**src/rtl/core/lsbcd_pkg.sv**
```systemverilog
`timescale 1ns / 1ps
// ----------------------------------------------------------------------------
// lsbcd_pkg
// Shared types, constants and the CORDIC arctangent table of the collision
// detector.
// ----------------------------------------------------------------------------
package lsbcd_pkg;

  // Default sizes
  localparam int MAX_SAMPLES_DEF  = 4096;
  localparam int CORDIC_STEPS_DEF = 16;

  // Step counter covers up to 32 rotations
  localparam int STEP_W    = 5;
  localparam int DATA_W    = 16;
  localparam int IDX_OUT_W = 12;
  localparam int REG_IDX_W = 2;

  // CORDIC word widths: x/y carry Q1.15 plus growth, z in 2^-32 turn
  localparam int XY_W   = 18;
  localparam int Z_W    = 33;
  localparam int PROD_W = 36;

  // 0.60725 in Q1.15
  localparam logic signed [XY_W-1:0] GAIN_Q15 = 18'sd19898;

  localparam logic [DATA_W-1:0] HALF_SIDE_RESET = 16'd600;

  // Configuration register indexes
  typedef enum logic [REG_IDX_W-1:0] {
    REG_HEADING     = 2'd0,
    REG_ANGLE_START = 2'd1,
    REG_ANGLE_STEP  = 2'd2,
    REG_HALF_SIDE   = 2'd3
  } reg_idx_t;

  // Controller states
  typedef enum logic [1:0] {
    ST_IDLE,
    ST_ITER,
    ST_MUL,
    ST_DONE
  } state_t;

  // Commands from controller to datapath
  typedef struct packed {
    logic              load;
    logic              iter;
    logic              mul;
    logic              finish;
    logic [STEP_W-1:0] step;
  } dp_cmd_t;

  // round(atan(2^-i) / (2*pi) * 2^32); later steps reuse the last entry
  function automatic logic signed [Z_W-1:0] atan_turn32(input logic [STEP_W-1:0] idx);
    logic signed [Z_W-1:0] a;
    case (idx)
      5'd0:  a = 33'sd536870912;
      5'd1:  a = 33'sd316933406;
      5'd2:  a = 33'sd167458907;
      5'd3:  a = 33'sd85004756;
      5'd4:  a = 33'sd42667331;
      5'd5:  a = 33'sd21354465;
      5'd6:  a = 33'sd10679838;
      5'd7:  a = 33'sd5340245;
      5'd8:  a = 33'sd2670163;
      5'd9:  a = 33'sd1335087;
      5'd10: a = 33'sd667544;
      5'd11: a = 33'sd333772;
      5'd12: a = 33'sd166886;
      5'd13: a = 33'sd83443;
      5'd14: a = 33'sd41722;
      5'd15: a = 33'sd20861;
      5'd16: a = 33'sd10430;
      5'd17: a = 33'sd5215;
      5'd18: a = 33'sd2608;
      5'd19: a = 33'sd1304;
      5'd20: a = 33'sd652;
      5'd21: a = 33'sd326;
      5'd22: a = 33'sd163;
      default: a = 33'sd81;
    endcase
    return a;
  endfunction

endpackage

```
**src/rtl/core/lsbcd_ctrl.sv**
```systemverilog
`timescale 1ns / 1ps
// ----------------------------------------------------------------------------
// lsbcd_ctrl
// Sequencer: accepts a sample, steps the CORDIC, issues the multiply and
// the box test, and owns the valid flag of the result register.
// ----------------------------------------------------------------------------
module lsbcd_ctrl #(
  parameter int CORDIC_STEPS = lsbcd_pkg::CORDIC_STEPS_DEF
) (
  input  logic               clk,
  input  logic               rst,
  input  logic               in_valid,
  output logic               in_ready,
  output logic               out_valid,
  input  logic               out_ready,
  output lsbcd_pkg::dp_cmd_t cmd
);

  localparam logic [lsbcd_pkg::STEP_W-1:0] LAST_STEP =
    lsbcd_pkg::STEP_W'(CORDIC_STEPS - 1);

  lsbcd_pkg::state_t              state, state_next;
  logic [lsbcd_pkg::STEP_W-1:0]   cnt, cnt_next;
  logic                           out_valid_next;

  // State, step counter and result valid
  always_ff @(posedge clk) begin
    if (rst) begin
      state     <= lsbcd_pkg::ST_IDLE;
      cnt       <= '0;
      out_valid <= 1'b0;
    end else begin
      state     <= state_next;
      cnt       <= cnt_next;
      out_valid <= out_valid_next;
    end
  end

  // Next state and commands
  always_comb begin
    state_next = state;
    cnt_next   = cnt;
    in_ready   = 1'b0;
    cmd        = '0;
    cmd.step   = cnt;
    case (state)
      lsbcd_pkg::ST_IDLE: begin
        in_ready = 1'b1;
        if (in_valid) begin
          cmd.load   = 1'b1;
          cnt_next   = '0;
          state_next = lsbcd_pkg::ST_ITER;
        end
      end
      lsbcd_pkg::ST_ITER: begin
        cmd.iter = 1'b1;
        if (cnt == LAST_STEP) begin
          state_next = lsbcd_pkg::ST_MUL;
        end else begin
          cnt_next = cnt + 1'b1;
        end
      end
      lsbcd_pkg::ST_MUL: begin
        cmd.mul    = 1'b1;
        state_next = lsbcd_pkg::ST_DONE;
      end
      lsbcd_pkg::ST_DONE: begin
        // hold until the result register is free
        if (!out_valid || out_ready) begin
          cmd.finish = 1'b1;
          state_next = lsbcd_pkg::ST_IDLE;
        end
      end
      default: begin
        state_next = lsbcd_pkg::ST_IDLE;
      end
    endcase
  end

  // Result register valid
  always_comb begin
    if (cmd.finish) begin
      out_valid_next = 1'b1;
    end else if (out_ready) begin
      out_valid_next = 1'b0;
    end else begin
      out_valid_next = out_valid;
    end
  end

endmodule

```
**src/rtl/core/lsbcd_dp.sv**
```systemverilog
`timescale 1ns / 1ps
// ----------------------------------------------------------------------------
// lsbcd_dp
// Datapath: configuration registers, scan state, iterative CORDIC, range
// products, box test and result register.
// ----------------------------------------------------------------------------
module lsbcd_dp #(
  parameter int MAX_SAMPLES = lsbcd_pkg::MAX_SAMPLES_DEF
) (
  input  logic                                 clk,
  input  logic                                 rst,
  input  lsbcd_pkg::dp_cmd_t                   cmd,
  input  logic                                 cfg_we,
  input  logic [lsbcd_pkg::REG_IDX_W-1:0]      cfg_index,
  input  logic [lsbcd_pkg::DATA_W-1:0]         cfg_data,
  input  logic [lsbcd_pkg::DATA_W-1:0]         range_mm,
  input  logic                                 first_of_scan,
  input  logic                                 last_of_scan,
  output logic                                 inside_box,
  output logic                                 collision_warning,
  output logic [lsbcd_pkg::IDX_OUT_W-1:0]      sample_index,
  output logic                                 scan_done
);

  localparam int IDX_W = $clog2(MAX_SAMPLES);
  localparam logic [IDX_W-1:0] IDX_LAST = IDX_W'(MAX_SAMPLES - 1);

  localparam int DW = lsbcd_pkg::DATA_W;
  localparam int XW = lsbcd_pkg::XY_W;
  localparam int ZW = lsbcd_pkg::Z_W;
  localparam int PW = lsbcd_pkg::PROD_W;

  // Configuration
  logic [DW-1:0] heading, angle_start, angle_step, half_side_mm;

  // Scan state
  logic [IDX_W-1:0] beam_index;
  logic [DW-1:0]    beam_angle;
  logic             hit_seen;
  logic             scan_closed;

  // Work registers
  logic signed [XW-1:0] x, y;
  logic signed [ZW-1:0] z;
  logic [DW-1:0]        range_r;
  logic                 last_r;
  logic signed [PW-1:0] prod_x, prod_y;

  logic                 new_scan;
  logic [DW-1:0]        eff_angle, theta, theta_fold;
  logic signed [ZW-1:0] z_init;
  logic signed [XW-1:0] dx, dy;
  logic signed [ZW-1:0] atan_a;
  logic signed [PW-1:0] bound;
  logic                 in_box;

  // Angle of this sample, folded to within a quarter turn of zero; the fold
  // negates cos and sin, which the symmetric box test ignores
  always_comb begin
    new_scan   = first_of_scan || scan_closed;
    eff_angle  = new_scan ? angle_start : beam_angle;
    theta      = heading + eff_angle;
    theta_fold = (theta[DW-1] ^ theta[DW-2]) ? (theta ^ 16'h8000) : theta;
    z_init     = {theta_fold[DW-1], theta_fold, 16'h0000};
  end

  // One CORDIC rotation
  always_comb begin
    dx     = y >>> cmd.step;
    dy     = x >>> cmd.step;
    atan_a = lsbcd_pkg::atan_turn32(cmd.step);
  end

  // Box test against +-half_side in Q15 scale
  always_comb begin
    bound  = signed'(PW'({half_side_mm, 15'h0000}));
    in_box = (prod_x >= -bound) && (prod_x <= bound) &&
             (prod_y >= -bound) && (prod_y <= bound);
  end

  // Configuration writes
  always_ff @(posedge clk) begin
    if (rst) begin
      heading      <= '0;
      angle_start  <= '0;
      angle_step   <= '0;
      half_side_mm <= lsbcd_pkg::HALF_SIDE_RESET;
    end else if (cfg_we) begin
      case (lsbcd_pkg::reg_idx_t'(cfg_index))
        lsbcd_pkg::REG_HEADING:     heading      <= cfg_data;
        lsbcd_pkg::REG_ANGLE_START: angle_start  <= cfg_data;
        lsbcd_pkg::REG_ANGLE_STEP:  angle_step   <= cfg_data;
        lsbcd_pkg::REG_HALF_SIDE:   half_side_mm <= cfg_data;
        default: ;
      endcase
    end
  end

  // Scan state: restart on a load that opens a new scan, advance on finish
  always_ff @(posedge clk) begin
    if (rst) begin
      beam_index  <= '0;
      beam_angle  <= '0;
      hit_seen    <= 1'b0;
      scan_closed <= 1'b0;
    end else if (cmd.load) begin
      if (new_scan) begin
        beam_index <= '0;
        hit_seen   <= 1'b0;
      end
      beam_angle <= eff_angle;
    end else if (cmd.finish) begin
      beam_index  <= (beam_index == IDX_LAST) ? '0 : beam_index + 1'b1;
      beam_angle  <= beam_angle + angle_step;
      hit_seen    <= hit_seen | in_box;
      scan_closed <= last_r;
    end
  end

  // CORDIC and products
  always_ff @(posedge clk) begin
    if (cmd.load) begin
      x       <= lsbcd_pkg::GAIN_Q15;
      y       <= '0;
      z       <= z_init;
      range_r <= range_mm;
      last_r  <= last_of_scan;
    end else if (cmd.iter) begin
      if (!z[ZW-1]) begin
        x <= x - dx;
        y <= y + dy;
        z <= z - atan_a;
      end else begin
        x <= x + dx;
        y <= y - dy;
        z <= z + atan_a;
      end
    end
    if (cmd.mul) begin
      prod_x <= PW'(signed'({1'b0, range_r}) * x);
      prod_y <= PW'(signed'({1'b0, range_r}) * y);
    end
  end

  // Result register
  always_ff @(posedge clk) begin
    if (cmd.finish) begin
      inside_box        <= in_box;
      collision_warning <= in_box && !hit_seen;
      sample_index      <= lsbcd_pkg::IDX_OUT_W'(beam_index);
      scan_done         <= last_r;
    end
  end

endmodule

```
**src/rtl/core/lidar_scan_box_collision_detect.sv**
```systemverilog
`timescale 1ns / 1ps
// ----------------------------------------------------------------------------
// lidar_scan_box_collision_detect
// Flags lidar samples whose rotated point falls in a square box around the
// robot and raises a warning on the first such sample of each scan.
// ----------------------------------------------------------------------------
// Each sample passes the states IDLE, where the request is taken, ITER,
// where the single CORDIC unit does one rotation per cycle, MUL for the
// two range products and DONE for the box test. One sample is in work at
// a time; the next one is taken while the previous result still waits in
// the output register, and the box test holds while that register is full.
// Configuration writes are taken in any cycle and should be made only while
// no sample is in work.
module lidar_scan_box_collision_detect #(
  parameter int MAX_SAMPLES  = lsbcd_pkg::MAX_SAMPLES_DEF,
  parameter int CORDIC_STEPS = lsbcd_pkg::CORDIC_STEPS_DEF
) (
  input  logic        clk,
  input  logic        rst,
  // range_mm[15:0]
  input  logic [15:0] s_axis_tdata,
  // first_of_scan[0]
  input  logic [0:0]  s_axis_tuser,
  input  logic        s_axis_tlast,
  input  logic        s_axis_tvalid,
  output logic        s_axis_tready,
  // inside_box[0], collision_warning[1], sample_index[13:2], zero[15:14]
  output logic [15:0] m_axis_tdata,
  output logic        m_axis_tlast,
  output logic        m_axis_tvalid,
  input  logic        m_axis_tready,
  input  logic        cfg_valid,
  output logic        cfg_ready,
  input  logic [1:0]  cfg_index,
  input  logic [15:0] cfg_data
);

  lsbcd_pkg::dp_cmd_t                 cmd;
  logic                               inside_box;
  logic                               collision_warning;
  logic [lsbcd_pkg::IDX_OUT_W-1:0]    sample_index;

  // Registers always take a write
  assign cfg_ready = 1'b1;

  lsbcd_ctrl #(
    .CORDIC_STEPS(CORDIC_STEPS)
  ) u_ctrl (
    .clk      (clk),
    .rst      (rst),
    .in_valid (s_axis_tvalid),
    .in_ready (s_axis_tready),
    .out_valid(m_axis_tvalid),
    .out_ready(m_axis_tready),
    .cmd      (cmd)
  );

  lsbcd_dp #(
    .MAX_SAMPLES(MAX_SAMPLES)
  ) u_dp (
    .clk              (clk),
    .rst              (rst),
    .cmd              (cmd),
    .cfg_we           (cfg_valid && cfg_ready),
    .cfg_index        (cfg_index),
    .cfg_data         (cfg_data),
    .range_mm         (s_axis_tdata),
    .first_of_scan    (s_axis_tuser[0]),
    .last_of_scan     (s_axis_tlast),
    .inside_box       (inside_box),
    .collision_warning(collision_warning),
    .sample_index     (sample_index),
    .scan_done        (m_axis_tlast)
  );

  // Pack the result
  assign m_axis_tdata = {2'b00, sample_index, collision_warning, inside_box};

endmodule

```
**config.mk**
```make
export PLATFORM = sky130hd
export DESIGN_NAME = lidar_scan_box_collision_detect
export DESIGN_NICKNAME = d
export VERILOG_FILES = /design/src/rtl/core/lsbcd_pkg.sv /design/src/rtl/core/lsbcd_ctrl.sv /design/src/rtl/core/lsbcd_dp.sv /design/src/rtl/core/lidar_scan_box_collision_detect.sv
export SDC_FILE = /design/constraint.sdc
export NUM_CORES = 2
export LEC_CHECK = 0
export BUFFER_PORTS_ARGS = -buffer_cell sky130_fd_sc_hd__buf_2
export CORE_MARGIN = 2
export CORE_UTILIZATION = 63
export DETAILED_ROUTE_END_ITERATION = 8
export GPL_TIMING_DRIVEN = 0
export HOLD_SLACK_MARGIN = 0.02
export PLACE_DENSITY = 0.77
export SLEW_MARGIN = 20
export SYNTH_ARGS = -nofsm -noshare
export SYNTH_HDL_FRONTEND = slang
export SYNTH_SLANG_ARGS = --single-unit
```
**constraint.sdc**
```tcl
create_clock -name clk -period 8.5 [get_ports clk]
set_input_delay 0 -clock clk [delete_from_list [all_inputs] [get_ports clk]]
set_output_delay 0 -clock clk [all_outputs]
set_load 0.05 [all_outputs]
```
## Word-level counts from Yosys, hierarchy flattened

Memories as Yosys holds them, arrays and structs flattened. A register that Yosys moved wholly into a read port is not among the register bits.
Cells that the tools add are included.

- Register bits: 275
- ROM bits: 960
- Input port bits: 41
- Output and inout port bits: 20
- Logic and storage cells: 116
- Memories kept: 1

Memory list:

| name | depth | width | read ports | clocked after Yosys merged registers in | wr ports | line | text |
|---|---|---|---|---|---|---|---|
| (no name shown) | 32 | 30 | 1 | 1 | 0 | lsbcd_pkg.sv:57 | `case (idx)` |

- Add/sub/neg operators: 11
- $mul: 2
- Magnitude comparators: 4
- Equality and inequality tests: 13
- Shift-type cells: 2
- Multiplexer cells: 34
- Bitwise logic cells: 4
- Reductions and logical operators: 22

Operators by type and width:

| cell | number |
|---|---|
| $mux W33 | 3 |
| $ge A36 B36 Y1 | 2 |
| $le A36 B32 Y1 | 2 |
| $mul A17 B18 Y35 | 2 |
| $mux W16 | 4 |
| $mux W12 | 4 |
| $add A18 B18 Y18 | 2 |
| $mux W18 | 2 |
| $neg A31 Y36 | 1 |
| $sshr A18 B5 Y18 | 2 |
| $sub A18 B18 Y18 | 2 |
| $add A33 B33 Y33 | 1 |
| $sub A33 B33 Y33 | 1 |
| $add A16 B16 Y16 | 2 |
| $mux W5 | 4 |
| $add A12 B1 Y12 const B | 1 |
| $eq A12 B12 Y1 const B | 1 |
| $mux W1 | 12 |
| $reduce_and A2 Y1 | 6 |
| $pmux W5 S2 | 1 |
| $eq A2 B2 Y1 const B | 4 |
| $pmux W2 S4 | 1 |
| $reduce_bool A2 Y1 | 4 |
| $mux W2 | 3 |
| 13 further kinds | 25 |

## Longest topological paths before layout

- Word-level depth: 8
- Gate-level depth with buffers: 27

## By module

From an unflattened synthesis, not the netlist that was laid out.

- Cells, all modules: 4709
- Area total of the unflattened synthesis: 41698.7 um2

By module, submodules not included:

| module | times used | cells each | area each (um2) |
|---|---|---|---|
| lsbcd_dp | 1 | 4641 | 41109.4 |
| lsbcd_ctrl | 1 | 61 | 544.3 |
| lidar_scan_box_collision_detect | 1 | 7 | 45.0 |

## Least setup slack after synthesis

No wires, ideal clock.

- Path kind: register to register
- Start point: reg u_dp.x[17]
- End point: reg u_dp.prod_x[34], data pin
- Library setup time: 0.260 ns
- Arrival: 7.015 ns
- Path slack: 1.225 ns
- Cell stages (with the launch flop): 24
- Path buffers: 4
- Period minus slack after synthesis: 7.275 ns
- Cell sequence: dfxtp_1 -> clkbuf_1 -> clkbuf_1 -> clkbuf_1 -> clkbuf_1 -> nand2_1 -> fa_1 -> inv_1 -> fa_1 -> fa_1 -> fa_1 -> fa_1 -> inv_1 -> fa_1 -> inv_1 -> ha_1 -> a21o_1 -> a21o_1 -> a21oi_1 -> o22ai_1 -> or3_1 -> a41o_1 -> a21oi_1 -> xnor2_1

- Cells in the longest elaborated chain, start to end: 1

Ends and longest elaborated chain:

| item | line | text |
|---|---|---|
| start: declaration | lsbcd_dp.sv:43 | `logic signed [XW-1:0] x, y;` |
| start signal: assignment | lsbcd_dp.sv:123 | `x <= lsbcd_pkg::GAIN_Q15;` |
| start signal: assignment | lsbcd_dp.sv:130 | `x <= x - dx;` |
| start signal: assignment | lsbcd_dp.sv:134 | `x <= x + dx;` |
| $mul A17 B18 Y35 | lsbcd_dp.sv:140 | `prod_x <= PW'(signed'({1'b0, range_r}) * x);` |
| end signal: assignment | lsbcd_dp.sv:140 |  |
| end: declaration | lsbcd_dp.sv:47 | `logic signed [PW-1:0] prod_x, prod_y;` |

Every way passes these cells.
A chain may end at the register's enable or synchronous reset.

## Final worst setup path

- Start point: reg u_dp.range_r[10]
- End point: reg u_dp.prod_y[29], data pin

- Cells in the longest elaborated chain, start to end: 1

Ends and longest elaborated chain:

| item | line | text |
|---|---|---|
| start: declaration | lsbcd_dp.sv:45 | `logic [DW-1:0] range_r;` |
| start signal: assignment | lsbcd_dp.sv:126 | `range_r <= range_mm;` |
| $mul A17 B18 Y35 | lsbcd_dp.sv:141 | `prod_y <= PW'(signed'({1'b0, range_r}) * y);` |
| end signal: assignment | lsbcd_dp.sv:141 |  |
| end: declaration | lsbcd_dp.sv:47 |  |

Every way passes these cells.

==> results.toml <==
[run_status]
status = "finished clean"

[floorplan]
dieHeight_um = 263
initial_utilization = 0.634
dieArea_um2 = 69400
core_area_um2 = 66900
dieWidth_um = 263
num_io_pins = 61
rows = 95

[finish]
finalNonFillerCells = 5816
final_cell_area_um2 = 45500
drive_gt1_frac = 0.0542
ff_latch_area_um2 = 7180
area_delta_synth_final_pct = 7.29
nets = 5913
multi_input_area_um2 = 31200
num-fill-cells = 5385

[critical_path]
start_kind = "register"
crit_type = "register to register"
endpoint_kind = "register"
crit_arrival_ps = 8610
crit_path_end = "u_dp.prod_y[29]"
cp.required_ps = 8810
slowest_stage = "edfxtp_1"
crit_top_cell = "fa_1"
r2r_slack_ps = 200
r2r-end = "u_dp.prod_y[29]"
startpoint = "u_dp.range_r[10]"
cp_max_fo = 10
critical_path.max_stage_delay_ps = 780
reg2regPathDepth = 25
r2r_start = "u_dp.range_r[10]"

[clock_tree]
tritoncts.num_buffers = 37
clk_pin_slew_ps = 70
cts_tree = "done"
clk_path_buf_depth = 3
cts.sinks = 299
cts_root_buffer = "clkbuf_16"
htreeDepth = 2
clkLatencyLatePin_ps = 610

[drt]
drt-initial-drc-count = 3566
drt-total-wl_um = 124000
routedWlPerCell_um = 21.3
drtPass1Iterations = 6
drcViolationCount = 0
vias_per_cell = 5.99
num_vias = 34821
ant_nets = 0

[placed_design]
dp_slack_ps = -580
portBuffers = 56
post_dp_cell_area_um2 = 43900
place_inst = 5716
dp_hpwl_um = 99300
gp_congestion = 0.979

[logic_synthesis]
synth.most_common_cell = "inv_1"
ys.flop_type = "dfxtp_1"
seq_area_frac_synth = 0.169
ys_ff_latch = 299
synthTopCellsByCount = "inv_1, nand2_1, fa_1"
yosysTopAreaCellShare = 0.279
ys_warn_count = 0
synthArstFlopShare = 0
synthTopCellsByArea = "fa_1, ha_1, dfxtp_1, edfxtp_1, inv_1"
yosysTopAreaCell = "fa_1"
syn_avg_cell_area_um2 = 8.87
synthCells = 4784
syn_area_um2 = 42400
synth_cell_types = 86
synth_edf_count = 119

[global_routing]
track_usage = 0.366
grt_max_degree = 51
grt_pass1_vias = 35278
antenna_found_initial = 6
grt_pass1_wl_um = 197000
overflow = 0

[timing]
skew_ps = 40.0
setup_viol = 0
post-route-period-util = 0.976
tns_ps = 0
maxSlewHeadroom = 0.246
hold_viol_final = 0
finalCriticalPeriod_ps = 8300
layout_setup_ws_ps = 203
worstMarginPinSlew_ps = 1130
max_freq_mhz = 121
report.final.slew_viol_count = 0

[hold_path]
hp-class = "input pin to register"

[run]
drv_cap = 0
==> repair_timing <==
item / in CTS / in global routing
hold buffers: 40 / 0
gates resized for setup: 9 / 35
buffers inserted: 0 / 2
pin swaps: 0 / 1
cloned: 0 / 0
hold endpoints to repair: 80 / 0
setup endpoints to repair: 8 / 11
==> cell families after synthesis <==
logic type,after synthesis,share of synthesized area
DFF,299,0.169
muxes,123,0.0399
other,2,0.000177
buffers and inverters,1065,0.0959
adders and majority gates,957,0.387
and+or+nand+nor,1384,0.153
xor gates and xnor gates,223,0.0460
AOI/OAI and AO/OA,731,0.109
==> sequential cells by signal, indices dropped and copies added (netlist names), 15 cells and up <==
register,cells
u_dp.prod_x,35
u_dp.prod_y,35
u_dp.z,33
u_dp.atan_a,30
u_dp.x,18
u_dp.y,18
u_dp.half_side_mm,16
u_dp.range_r,16
u_dp.angle_start,15
u_dp.angle_step,15
u_dp.beam_angle,15
u_dp.heading,15
==> worst min path at each step <==
stage                      from          endpoint  depth (start not counted)
6_report        s_axis_tdata[5]   u_dp.range_r[5]                          2
5_1_grt         s_axis_tdata[5]   u_dp.range_r[5]                          2
4_1_cts        s_axis_tdata[13]  u_dp.range_r[13]                          2
3_5_place_dp       s_axis_tlast       u_dp.last_r                          1
3_3_place_gp    s_axis_tdata[8]   u_dp.range_r[8]                          1
2_1_floorplan      s_axis_tlast       u_dp.last_r                          0
==> per-layer routing <==
layer  part of all wire  vias to the layer above  routed length [um]  GRT usage
met5                  0                        -                   0          0
met4              0.043                        0                5310      0.143
met3               0.11                      320               14100     0.0745
met2               0.43                     1889               53900      0.560
met1               0.41                    16958               50800      0.515
li1                   -                    15654                   -          -
==> per-stage QoR <==
stage | utilization | hold slack, ps
2_1_floorplan | - | 98.9
3_3_place_gp | 0.654 | 176
3_5_place_dp | 0.655 | 178
4_1_cts | 0.680 | 81.6
5_1_grt | 0.680 | 108
6_report | 0.680 | 103
==> critical path, delay by kind of cell (launching register included) <==
kind	cells	cell delay [ps]
adder cells (fa/ha/maj)	7	3060
AO/OA/AOI/OAI	7	1820
buffers and inverters	7	1140
flip-flops	1	780
AND/OR/NAND/NOR	3	610
XOR/XNOR	1	560
==> layout by cell type (no fill, tap or decap), types with 22 or more instances in the layout <==
master,count
mux4_2,28
xor2_1,92
clkbuf_16,38
a211oi_1,28
and2_1,248
xnor2_1,130
o22ai_1,27
fa_1,591
and3_1,22
o21ai_0,117
nand3_1,44
ha_1,365
a21o_1,72
mux2i_1,58
nor3_1,60
nor2_1,231
a21oi_1,260
mux2_2,31
dlygate4sd3_1,40
buf_2,68
clkbuf_1,165
edfxtp_1,119
clkbuf_2,22
nand2_1,622
o21a_1,34
inv_1,832
dfxtp_1,180
nor2b_1,30
a31oi_1,38
o211ai_1,22
==> area by class of cell <==
cell class	instances	area share
multi-input combinational	3421	0.686
tap	873	0.0240
timing repair buffer	100	0.0163
antenna	1	0.0000550
sequential	299	0.158
clock inverter	18	0.00401
inverter	837	0.0690
buffer	219	0.0203
clock buffer	48	0.0226
Power is not shown: default switching activity piles up to over one toggle a cycle in this logic, so the estimate is an artifact.
